## src/hdl/assert_macros.svh

```systemverilog
// Assertion macros for the walker module of the repeater
`ifndef ASSERT_MACROS_SVH
`define ASSERT_MACROS_SVH
`ifndef SYNTH
// Flag a condition that must never hold
`define AST_NEVER(lbl, clk, rst_n, expr) \
    lbl: assert property (@(posedge clk) disable iff (!rst_n) !(expr)) \
        else $error("forbidden condition observed");
// Require a consequence in the cycle after a trigger
`define AST_NEXT(lbl, clk, rst_n, ante, cons) \
    lbl: assert property (@(posedge clk) disable iff (!rst_n) (ante) |=> (cons)) \
        else $error("expected follow-up state missing");
`else
`define AST_NEVER(lbl, clk, rst_n, expr)
`define AST_NEXT(lbl, clk, rst_n, ante, cons)
`endif
`endif

```

## src/hdl/gber_pkg.sv

```systemverilog
// Shared types, constants and button map for the pad event repeater
`timescale 1ns / 1ps
package gber_pkg;

    localparam int PAD_COUNT    = 4;
    localparam int PAD_BITS     = 2;
    localparam int TIME_BITS    = 32;
    localparam int BTN_TOTAL    = 24;
    localparam int BTN_BITS     = 5;
    localparam int DL_DEPTH     = PAD_COUNT * BTN_TOTAL;
    localparam int DL_ADDR_BITS = $clog2(DL_DEPTH);
    localparam int CFG_BITS     = 16;
    localparam int IN_DATA_BITS = 168;
    localparam int OUT_DATA_BITS = 16;

    localparam logic [BTN_BITS-1:0] BTN_LAST = BTN_BITS'(BTN_TOTAL - 1);

    typedef logic [TIME_BITS-1:0] t_time;
    typedef logic [BTN_TOTAL-1:0] t_flags;

    typedef enum logic [1:0] {
        KIND_PRESS   = 2'd0,
        KIND_RELEASE = 2'd1,
        KIND_REPEAT  = 2'd2
    } t_kind;

    typedef enum logic [2:0] {
        CFG_INIT_DELAY  = 3'd0,
        CFG_REPEAT_IVL  = 3'd1,
        CFG_LEFT_DZ     = 3'd2,
        CFG_RIGHT_DZ    = 3'd3,
        CFG_TRIG_THRESH = 3'd4
    } t_cfg_idx;

    typedef enum logic [1:0] {
        ST_IDLE  = 2'd0,
        ST_WALK  = 2'd1,
        ST_FLUSH = 2'd2
    } t_walk_state;

    typedef struct packed {
        logic                start;
        logic [PAD_BITS-1:0] pad;
        t_time               now;
        t_flags              old_flags;
        t_flags              new_flags;
    } t_walk_cmd;

    localparam logic [15:0] DIGITAL_MASK [BTN_TOTAL] = '{
        16'h1000, 16'h2000, 16'h8000, 16'h4000, 16'h0001, 16'h0002, 16'h0004, 16'h0008,
        16'h0100, 16'h0000, 16'h0040, 16'h0200, 16'h0000, 16'h0080, 16'h0010, 16'h0020,
        16'h0000, 16'h0000, 16'h0000, 16'h0000, 16'h0000, 16'h0000, 16'h0000, 16'h0000
    };

endpackage

```

## src/hdl/gber_dl_ram.sv

```systemverilog
// Deadline memory: one write port, one registered read port
`timescale 1ns / 1ps
module gber_dl_ram #(
    parameter int DEPTH     = 96,
    parameter int WIDTH     = 32,
    parameter int ADDR_BITS = 7
) (
    input  logic                 i_clk,
    input  logic                 i_we,
    input  logic [ADDR_BITS-1:0] i_waddr,
    input  logic [WIDTH-1:0]     i_wdata,
    input  logic                 i_re,
    input  logic [ADDR_BITS-1:0] i_raddr,
    output logic [WIDTH-1:0]     o_rdata
);

    logic [WIDTH-1:0] r_mem [DEPTH];
    logic [WIDTH-1:0] r_rdata;

    always_ff @(posedge i_clk) begin
        if (i_we) begin
            r_mem[i_waddr] <= i_wdata;
        end
        if (i_re) begin
            r_rdata <= r_mem[i_raddr];
        end
    end

    assign o_rdata = r_rdata;

endmodule

```

## src/hdl/gber_btn_map.sv

```systemverilog
// Poll decoder: digital word, triggers and sticks to 24 virtual buttons
`timescale 1ns / 1ps
module gber_btn_map (
    input  logic [15:0]        i_button_bits,
    input  logic [7:0]         i_left_trigger,
    input  logic [7:0]         i_right_trigger,
    input  logic signed [15:0] i_left_x,
    input  logic signed [15:0] i_left_y,
    input  logic signed [15:0] i_right_x,
    input  logic signed [15:0] i_right_y,
    input  logic [7:0]         i_trig_thresh,
    input  logic [14:0]        i_left_dz,
    input  logic [14:0]        i_right_dz,
    output gber_pkg::t_flags   o_flags
);

    logic signed [16:0] lx, ly, rx, ry;
    logic signed [16:0] ldz, rdz;

    always_comb begin
        lx  = {i_left_x[15], i_left_x};
        ly  = {i_left_y[15], i_left_y};
        rx  = {i_right_x[15], i_right_x};
        ry  = {i_right_y[15], i_right_y};
        ldz = {2'b00, i_left_dz};
        rdz = {2'b00, i_right_dz};
        for (int b = 0; b < gber_pkg::BTN_TOTAL; b++) begin
            o_flags[b] = |(i_button_bits & gber_pkg::DIGITAL_MASK[b]);
        end
        if (i_left_trigger > i_trig_thresh) o_flags[9] = 1'b1;
        if (i_right_trigger > i_trig_thresh) o_flags[12] = 1'b1;
        o_flags[16] = ly > ldz;
        o_flags[17] = ly < -ldz;
        o_flags[18] = lx > ldz;
        o_flags[19] = lx < -ldz;
        o_flags[20] = ry > rdz;
        o_flags[21] = ry < -rdz;
        o_flags[22] = rx > rdz;
        o_flags[23] = rx < -rdz;
    end

endmodule

```

## src/hdl/gber_walker.sv

```systemverilog
// Button walker: read, update and write back deadlines, emit events in order
`timescale 1ns / 1ps
`include "assert_macros.svh"
module gber_walker (
    input  logic                              i_clk,
    input  logic                              i_rst_n,
    input  gber_pkg::t_walk_cmd               i_cmd,
    input  logic [15:0]                       i_init_delay,
    input  logic [15:0]                       i_repeat_ivl,
    output logic                              o_ready,
    output logic                              o_out_valid,
    input  logic                              i_out_ready,
    output logic [gber_pkg::OUT_DATA_BITS-1:0] o_out_data,
    output logic                              o_out_last
);

    gber_pkg::t_walk_state r_state, n_state;

    logic [gber_pkg::PAD_BITS-1:0] r_pad;
    gber_pkg::t_time               r_now;
    gber_pkg::t_flags              r_old;
    gber_pkg::t_flags              r_new;
    logic [gber_pkg::BTN_BITS-1:0] r_rd_btn;
    logic                          r_s1_vld;
    logic [gber_pkg::BTN_BITS-1:0] r_s1_btn;

    logic                          r_pend_vld;
    logic [gber_pkg::BTN_BITS-1:0] r_pend_btn;
    gber_pkg::t_kind               r_pend_kind;

    logic                          r_out_vld;
    logic [gber_pkg::PAD_BITS-1:0] r_out_pad;
    logic [gber_pkg::BTN_BITS-1:0] r_out_btn;
    gber_pkg::t_kind               r_out_kind;
    logic                          r_out_last;

    logic                              out_free, adv, rd_issue, s1_act;
    logic                              was, isb, reached;
    logic                              evt_vld, dl_we, load_out;
    gber_pkg::t_kind                   evt_kind;
    gber_pkg::t_time                   dl_rdata, dl_wdata, diff;
    logic [gber_pkg::DL_ADDR_BITS-1:0] rd_addr, wr_addr, pad_base;

    gber_dl_ram #(
        .DEPTH     (gber_pkg::DL_DEPTH),
        .WIDTH     (gber_pkg::TIME_BITS),
        .ADDR_BITS (gber_pkg::DL_ADDR_BITS)
    ) u_dl_ram (
        .i_clk   (i_clk),
        .i_we    (dl_we),
        .i_waddr (wr_addr),
        .i_wdata (dl_wdata),
        .i_re    (rd_issue),
        .i_raddr (rd_addr),
        .o_rdata (dl_rdata)
    );

    always_comb begin
        out_free = !r_out_vld || i_out_ready;
        adv      = out_free || !r_pend_vld;
        rd_issue = (r_state == gber_pkg::ST_WALK) && adv &&
                   (r_rd_btn < gber_pkg::BTN_BITS'(gber_pkg::BTN_TOTAL));
        s1_act   = (r_state == gber_pkg::ST_WALK) && r_s1_vld && adv;
        pad_base = gber_pkg::DL_ADDR_BITS'(r_pad) *
                   gber_pkg::DL_ADDR_BITS'(gber_pkg::BTN_TOTAL);
        rd_addr  = pad_base + gber_pkg::DL_ADDR_BITS'(r_rd_btn);
        wr_addr  = pad_base + gber_pkg::DL_ADDR_BITS'(r_s1_btn);

        was      = r_old[r_s1_btn];
        isb      = r_new[r_s1_btn];
        diff     = r_now - dl_rdata;
        reached  = !diff[gber_pkg::TIME_BITS-1];
        evt_vld  = 1'b0;
        dl_we    = 1'b0;
        evt_kind = gber_pkg::KIND_PRESS;
        dl_wdata = r_now + gber_pkg::TIME_BITS'(i_init_delay);
        if (!was && isb) begin
            evt_vld = 1'b1;
            dl_we   = 1'b1;
        end else if (was && !isb) begin
            evt_vld  = 1'b1;
            evt_kind = gber_pkg::KIND_RELEASE;
        end else if (was && isb && reached) begin
            evt_vld  = 1'b1;
            dl_we    = 1'b1;
            evt_kind = gber_pkg::KIND_REPEAT;
            dl_wdata = r_now + gber_pkg::TIME_BITS'(i_repeat_ivl);
        end
        evt_vld = evt_vld && s1_act;
        dl_we   = dl_we && s1_act;

        load_out = ((r_state == gber_pkg::ST_WALK) && evt_vld && r_pend_vld) ||
                   ((r_state == gber_pkg::ST_FLUSH) && r_pend_vld && out_free);
    end

    always_comb begin
        n_state = r_state;
        unique case (r_state)
            gber_pkg::ST_IDLE: begin
                if (i_cmd.start) n_state = gber_pkg::ST_WALK;
            end
            gber_pkg::ST_WALK: begin
                if (s1_act && (r_s1_btn == gber_pkg::BTN_LAST)) n_state = gber_pkg::ST_FLUSH;
            end
            gber_pkg::ST_FLUSH: begin
                if (!r_pend_vld || out_free) n_state = gber_pkg::ST_IDLE;
            end
            default: n_state = gber_pkg::ST_IDLE;
        endcase
    end

    always_ff @(posedge i_clk) begin
        if (!i_rst_n) begin
            r_state    <= gber_pkg::ST_IDLE;
            r_rd_btn   <= '0;
            r_s1_vld   <= 1'b0;
            r_pend_vld <= 1'b0;
            r_out_vld  <= 1'b0;
        end else begin
            r_state <= n_state;
            if (i_cmd.start) begin
                r_rd_btn <= '0;
                r_s1_vld <= 1'b0;
            end else if ((r_state == gber_pkg::ST_WALK) && adv) begin
                r_s1_vld <= rd_issue;
                if (rd_issue) r_rd_btn <= r_rd_btn + 1'b1;
            end
            if (evt_vld) begin
                r_pend_vld <= 1'b1;
            end else if (load_out) begin
                r_pend_vld <= 1'b0;
            end
            if (load_out) begin
                r_out_vld <= 1'b1;
            end else if (i_out_ready) begin
                r_out_vld <= 1'b0;
            end
        end
    end

    always_ff @(posedge i_clk) begin
        if (i_cmd.start) begin
            r_pad <= i_cmd.pad;
            r_now <= i_cmd.now;
            r_old <= i_cmd.old_flags;
            r_new <= i_cmd.new_flags;
        end
        if ((r_state == gber_pkg::ST_WALK) && adv) begin
            r_s1_btn <= r_rd_btn;
        end
        if (load_out) begin
            r_out_pad  <= r_pad;
            r_out_btn  <= r_pend_btn;
            r_out_kind <= r_pend_kind;
            r_out_last <= (r_state == gber_pkg::ST_FLUSH);
        end
        if (evt_vld) begin
            r_pend_btn  <= r_s1_btn;
            r_pend_kind <= evt_kind;
        end
    end

    assign o_ready     = (r_state == gber_pkg::ST_IDLE);
    assign o_out_valid = r_out_vld;
    assign o_out_data  = {7'b0, r_out_kind, r_out_btn, r_out_pad};
    assign o_out_last  = r_out_last;

    `AST_NEVER(a_s1_outside_walk, i_clk, i_rst_n, r_s1_vld && (r_state != gber_pkg::ST_WALK))
    `AST_NEVER(a_pend_at_idle, i_clk, i_rst_n, r_pend_vld && (r_state == gber_pkg::ST_IDLE))
    `AST_NEVER(a_start_busy, i_clk, i_rst_n, i_cmd.start && (r_state != gber_pkg::ST_IDLE))
    `AST_NEXT(a_walk_fill, i_clk, i_rst_n, i_cmd.start, (r_state == gber_pkg::ST_WALK) && !r_s1_vld && (r_rd_btn == '0))

endmodule

```

## src/hdl/gamepad_button_event_repeater_unit.sv

```systemverilog
// Top level of the pad button event repeater
//
// Takes one poll beat of one of four pads, maps it onto 24 virtual buttons and
// emits pressed, released and repeated events in button order, with tlast on the
// final event of the poll. A poll whose packet number matches the one stored for
// its pad is taken and gives no events. A fresh poll walks all 24 buttons through
// the deadline memory behind its registered read, one button per cycle when the
// output side keeps up; a beat that the output holds while another event is
// waiting stalls the walk. The result register lets a new poll be taken while
// the last event of the previous one still waits.
`timescale 1ns / 1ps
module gamepad_button_event_repeater_unit (
    input  logic                                i_clk,
    input  logic                                i_rst_n,
    // lowest bit up: pad_index, button_bits, left_trigger, right_trigger, left_x,
    // left_y, right_x, right_y, packet_number, now_ticks, zero fill
    input  logic [gber_pkg::IN_DATA_BITS-1:0]   s_axis_tdata,
    input  logic                                s_axis_tvalid,
    output logic                                s_axis_tready,
    // lowest bit up: event_pad, event_button, event_kind, zero fill
    output logic [gber_pkg::OUT_DATA_BITS-1:0]  m_axis_tdata,
    output logic                                m_axis_tvalid,
    input  logic                                m_axis_tready,
    output logic                                m_axis_tlast,
    input  logic                                i_cfg_we,
    input  logic [2:0]                          i_cfg_idx,
    input  logic [gber_pkg::CFG_BITS-1:0]       i_cfg_wdata
);

    logic [15:0] r_init_delay;
    logic [15:0] r_repeat_ivl;
    logic [14:0] r_left_dz;
    logic [14:0] r_right_dz;
    logic [7:0]  r_trig_thresh;

    gber_pkg::t_flags r_held [gber_pkg::PAD_COUNT];
    logic [31:0]      r_last_pkt [gber_pkg::PAD_COUNT];

    logic [gber_pkg::PAD_BITS-1:0] in_pad;
    logic [31:0]                   in_pkt;
    logic [31:0]                   in_now;
    logic                          accept, pad_ok, fresh;
    gber_pkg::t_flags              poll_flags;
    gber_pkg::t_walk_cmd           cmd;
    logic                          walk_ready;

    assign in_pad = s_axis_tdata[1:0];
    assign in_pkt = s_axis_tdata[129:98];
    assign in_now = s_axis_tdata[161:130];

    gber_btn_map u_btn_map (
        .i_button_bits   (s_axis_tdata[17:2]),
        .i_left_trigger  (s_axis_tdata[25:18]),
        .i_right_trigger (s_axis_tdata[33:26]),
        .i_left_x        (s_axis_tdata[49:34]),
        .i_left_y        (s_axis_tdata[65:50]),
        .i_right_x       (s_axis_tdata[81:66]),
        .i_right_y       (s_axis_tdata[97:82]),
        .i_trig_thresh   (r_trig_thresh),
        .i_left_dz       (r_left_dz),
        .i_right_dz      (r_right_dz),
        .o_flags         (poll_flags)
    );

    always_comb begin
        accept        = s_axis_tvalid && walk_ready;
        pad_ok        = int'(in_pad) < gber_pkg::PAD_COUNT;
        fresh         = in_pkt != r_last_pkt[in_pad];
        cmd.start     = accept && pad_ok && fresh;
        cmd.pad       = in_pad;
        cmd.now       = gber_pkg::TIME_BITS'(in_now);
        cmd.old_flags = r_held[in_pad];
        cmd.new_flags = poll_flags;
    end

    always_ff @(posedge i_clk) begin
        if (!i_rst_n) begin
            r_init_delay  <= 16'd300;
            r_repeat_ivl  <= 16'd100;
            r_left_dz     <= 15'd7849;
            r_right_dz    <= 15'd8689;
            r_trig_thresh <= 8'd30;
        end else if (i_cfg_we) begin
            unique case (gber_pkg::t_cfg_idx'(i_cfg_idx))
                gber_pkg::CFG_INIT_DELAY:  r_init_delay  <= i_cfg_wdata;
                gber_pkg::CFG_REPEAT_IVL:  r_repeat_ivl  <= i_cfg_wdata;
                gber_pkg::CFG_LEFT_DZ:     r_left_dz     <= i_cfg_wdata[14:0];
                gber_pkg::CFG_RIGHT_DZ:    r_right_dz    <= i_cfg_wdata[14:0];
                gber_pkg::CFG_TRIG_THRESH: r_trig_thresh <= i_cfg_wdata[7:0];
                default: ;
            endcase
        end
    end

    always_ff @(posedge i_clk) begin
        if (!i_rst_n) begin
            for (int p = 0; p < gber_pkg::PAD_COUNT; p++) begin
                r_held[p]     <= '0;
                r_last_pkt[p] <= '0;
            end
        end else if (cmd.start) begin
            r_held[in_pad]     <= poll_flags;
            r_last_pkt[in_pad] <= in_pkt;
        end
    end

    gber_walker u_walker (
        .i_clk        (i_clk),
        .i_rst_n      (i_rst_n),
        .i_cmd        (cmd),
        .i_init_delay (r_init_delay),
        .i_repeat_ivl (r_repeat_ivl),
        .o_ready      (walk_ready),
        .o_out_valid  (m_axis_tvalid),
        .i_out_ready  (m_axis_tready),
        .o_out_data   (m_axis_tdata),
        .o_out_last   (m_axis_tlast)
    );

    assign s_axis_tready = walk_ready;

endmodule

```

## config.mk

```make
export PLATFORM = sky130hd
export DESIGN_NAME = gamepad_button_event_repeater_unit
export DESIGN_NICKNAME = d
export VERILOG_FILES = /design/src/hdl/gber_pkg.sv /design/src/hdl/gber_dl_ram.sv /design/src/hdl/gber_btn_map.sv /design/src/hdl/gber_walker.sv /design/src/hdl/gamepad_button_event_repeater_unit.sv
export VERILOG_INCLUDE_DIRS = /design/src /design/src/hdl
export SDC_FILE = /design/constraint.sdc
export NUM_CORES = 2
export LEC_CHECK = 0
export BUFFER_PORTS_ARGS = -buffer_cell sky130_fd_sc_hd__buf_4
export CORE_ASPECT_RATIO = 0.7
export CORE_MARGIN = 5
export CORE_UTILIZATION = 55
export CTS_BUF_LIST = sky130_fd_sc_hd__clkbuf_8
export CTS_CLUSTER_SIZE = 24
export DETAILED_ROUTE_END_ITERATION = 16
export PLACE_DENSITY = 0.72
export SLEW_MARGIN = 20
export SYNTH_ARGS = -nofsm -noshare
export SYNTH_HDL_FRONTEND = slang
export SYNTH_SLANG_ARGS = --single-unit
```

## constraint.sdc

```tcl
create_clock -name i_clk -period 9.6 [get_ports i_clk]
set_clock_uncertainty 0.05 [all_clocks]
set_input_delay 0.96 -clock i_clk [delete_from_list [all_inputs] [get_ports i_clk]]
set_output_delay 0.96 -clock i_clk [all_outputs]
set_load 0.01 [all_outputs]
```

==> results.py <==
metrics = {
    "run_status": {
        "status": "completed",
    },
    "timing": {
        "setup_viol": 0,
        "final-hold-violation-count": 0,
        "fin_crit_ps": 6380,
        "slew_violations": 0,
        "rsz0062_at_grt": "false",
        "setup_tns_ps": 0,
        "min_period_over_period_pct": 66.5,
        "holdWs_ps": 79.9,
        "max_slew_margin_pct": 21.7,
        "worst_slew_pin_slew_ps": 1160,
        "setup_slack_ps": 3220,
        "maxClockFrequency_mhz": 157,
    },
    "logic_synthesis": {
        "synth_top_area_share_pct": 73.2,
        "yosys_most_used_dff": "edfxtp_1",
        "syn_avg_cell_area_um2": 21.3,
        "synth_edf_count": 3432,
        "synth_warnings": 0,
        "async_flop_share_pct": 0,
        "yosys.area.top_type": "edfxtp_1",
        "synth-seq-cells": 3512,
        "synth.top_cells.by_area": "edfxtp_1, mux4_2, ha_1, dfxtp_1, nand2_1",
        "synthesis.area_um2": 141000,
        "yosysUniqueCellTypes": 64,
        "syn-instance-count": 6609,
        "synth_seq_area_share_pct": 74.4,
    },
    "final_layout": {
        "fillers": 17300,
        "mostFrequentLayoutCells": "edfxtp_1, mux4_2, clkbuf_8",
        "stdcell_count": 10900,
        "layout_commonest_cell": "edfxtp_1",
        "nNetsFinal": 7574,
        "drive_above_1_share_pct": 28.8,
        "syn_to_final_growth_pct": 11.2,
    },
    "critical_path": {
        "crit_end": "u_walker.u_dl_ram.r_mem[43][17]",
        "r2r_cells": 15,
        "crit_type": "flop to flop",
        "required_ps": 10190,
        "rr_startpoint": "u_walker.r_s1_btn[1]",
        "cp-start-kind": "flop",
        "crit_arrival_ps": 6970,
        "cp_max_fo": 96,
        "critPathCaptureType": "flop",
        "reg2reg_slack_ps": 3220,
        "worstSetupStartpoint": "u_walker.r_s1_btn[1]",
        "rr_endpoint": "u_walker.u_dl_ram.r_mem[43][17]",
    },
    "floorplanning": {
        "die_h_um": 433,
        "die_w_um": 615,
        "ios": 211,
        "coreArea_um2": 255000,
        "num_rows": 155,
        "start_util_pct": 55.2,
        "die_area_um2": 266000,
    },
    "grt": {
        "grt_max_degree": 121,
        "grt_pass1_wl_um": 504000,
        "track_usage_pct": 26.4,
        "antenna_found_initial": 23,
        "grt_pass1_vias": 70100,
        "gr-total-overflow": 0,
    },
    "hold_path": {
        "min_path_type": "input port to flop",
        "hold_start": "s_axis_tdata[159]",
    },
    "power": {
        "vdd_ir_drop_max_mv": 0.140,
        "p_int_mw": 23.0,
        "clkPwrFrac_pct": 35.1,
        "power_density_nw_per_um2": 191,
        "pwr-share-seq_pct": 58.0,
        "switching_share_pct": 23.0,
        "p_leak_nw": 50.1,
        "combPwrFrac_pct": 6.9,
        "finalPower_mw": 29.8,
        "p_switching_mw": 6.87,
    },
    "cts": {
        "cts_buffer_depth": 4,
        "cts-resized-gates": 0,
        "insertion_delay_ps": 1030,
        "h-tree-depth": 5,
        "cts-root-buf": "clkbuf_8",
        "cts_tree": "done",
        "numCtsBuffers": 483,
        "postCtsSetupRepairBufs": 0,
        "cts.clk_slew.worst_paths_ps": 70,
        "cts_hold_buffers": 0,
        "clock_sinks": 3512,
    },
    "detailed_routing": {
        "drc_errors": 0,
        "via_count": 71600,
        "finalWirelength_um": 355000,
        "via_per_inst": 6.55,
        "ant_nets": 0,
        "routedWlPerCell_um": 32.5,
        "firstDrtPassIters": 6,
        "drt_iter0_drc": 10500,
    },
    "placed_design": {
        "post-dp-hpwl_um": 197000,
        "port_buffers": 195,
        "place_congestion": 0.873,
        "dp_cells": 10100,
        "pre_cts_slack_ps": 3390,
    },
    "run": {
        "max-cap-violations": 0,
    },
}
-- stage by stage --
step                utilization [%]  area (µm²)
finish                         61.4      157000
global route                   61.4      157000
CTS                            61.4      156000
detailed placement             58.0      148000
global placement               58.0      148000
floorplan                         -      141000
-- cell families (layout without fill, tap and decap cells) --
kind of cell             after synthesis  count (layout)  synth area share (%)
adder cells (fa/ha/maj)              218             218                  1.96
AO/OA/AOI/OAI                        394             394                  1.76
AND/OR/NAND/NOR                      816             816                  2.82
flip-flops                          3512            3512                  74.4
multiplexers                        1103            1103                  17.1
XOR/XNOR                             101             101                 0.629
buffers and inverters                464            1396                  1.35
other                                  1              16               0.00266
-- how the worst min path moves through the flow --
stage / slack (ps) / to / depth (start not counted)
6_report: 80 / u_walker.r_now[29] / 1
3_5_place_dp: 360 / u_walker.r_out_kind[1] / 0
4_1_cts: 0.9 / u_walker.r_now[29] / 1
3_3_place_gp: 350 / u_walker.r_out_btn[2] / 0
2_1_floorplan: 350 / u_walker.r_out_btn[0] / 0
5_1_grt: 10 / u_walker.r_now[28] / 1
-- power by group through the flow --
stage               Clock, mW  Sequential [mW]  Combinational (mW)
detailed placement          0             17.6                2.03
CTS                      10.6             17.3                2.04
finish                   10.5             17.3                2.05
global placement            0             17.6                1.97
global route             11.3             17.3                2.18
floorplan                   0             17.7                1.21
-- cell type report --
type,count,area (µm²),share of cell area (%)
Tap cell,3375,4220,2.70
Inverter,137,514,0.329
Sequential cell,3512,105000,66.9
Clock inverter,370,1750,1.12
Multi-Input combinational cell,2639,35400,22.6
Timing Repair Buffer,391,3100,1.98
Antenna cell,9,22.5,0.0144
Clock buffer,498,6850,4.38
-- per-layer routing --
metal  part of all wire [%]  track usage [%]
met3                     13             6.59
met4                    2.5             6.83
met1                     40             40.7
met2                     45             38.6
met5                  0.012                0
-- cell usage after synthesis, types with 11 or more instances --
cell type,instances
a211oi_1,22
a21o_1,36
a21oi_1,115
and2_1,97
and3_1,109
buf_1,96
buf_2,33
buf_6,11
clkbuf_1,179
dfxtp_1,80
edfxtp_1,3432
ha_1,214
inv_1,135
mux2i_1,53
mux4_2,1042
nand2_1,235
nand3_1,42
nand4_1,41
nor2_1,202
nor2b_1,28
nor3_1,16
nor4_1,12
o211ai_1,37
o21a_1,35
o21ai_0,91
xnor2_1,81
xor2_1,20
-- worst max-delay path: stages, from the launching register on --
cell and delay (ps):
edfxtp_1 1100, clkinv_1 690, nand3_1 240, o21ai_0 100, a221o_1 410, a21oi_1 260
o22a_1 210, inv_1 70, ha_1 190, nor2_1 370, nand3b_1 160, a21oi_1 440
and2_1 440, nor3b_1 180, xor2_4 210, buf_4 770
-- sequential cells by signal, summed over array words and instances (netlist names), 2 cells and up --
name	count
r_held	96
u_walker.r_pend_kind	2
u_walker.u_dl_ram.r_mem	3072
u_walker.r_out_pad	2
u_walker.r_old	24
u_walker.r_pend_btn	5
u_walker.r_rd_btn	5
u_walker.r_now	32
u_walker.r_s1_btn	5
u_walker.u_dl_ram.o_rdata	32
u_walker.r_pad	2
r_last_pkt	128
u_walker.r_state	2
r_init_delay	16
r_trig_thresh	8
u_walker.r_out_btn	5
r_repeat_ivl	16
r_right_dz	15
r_left_dz	15
u_walker.r_out_kind	2
u_walker.r_new	24
Note: power is estimated with default switching activity, not from simulation.
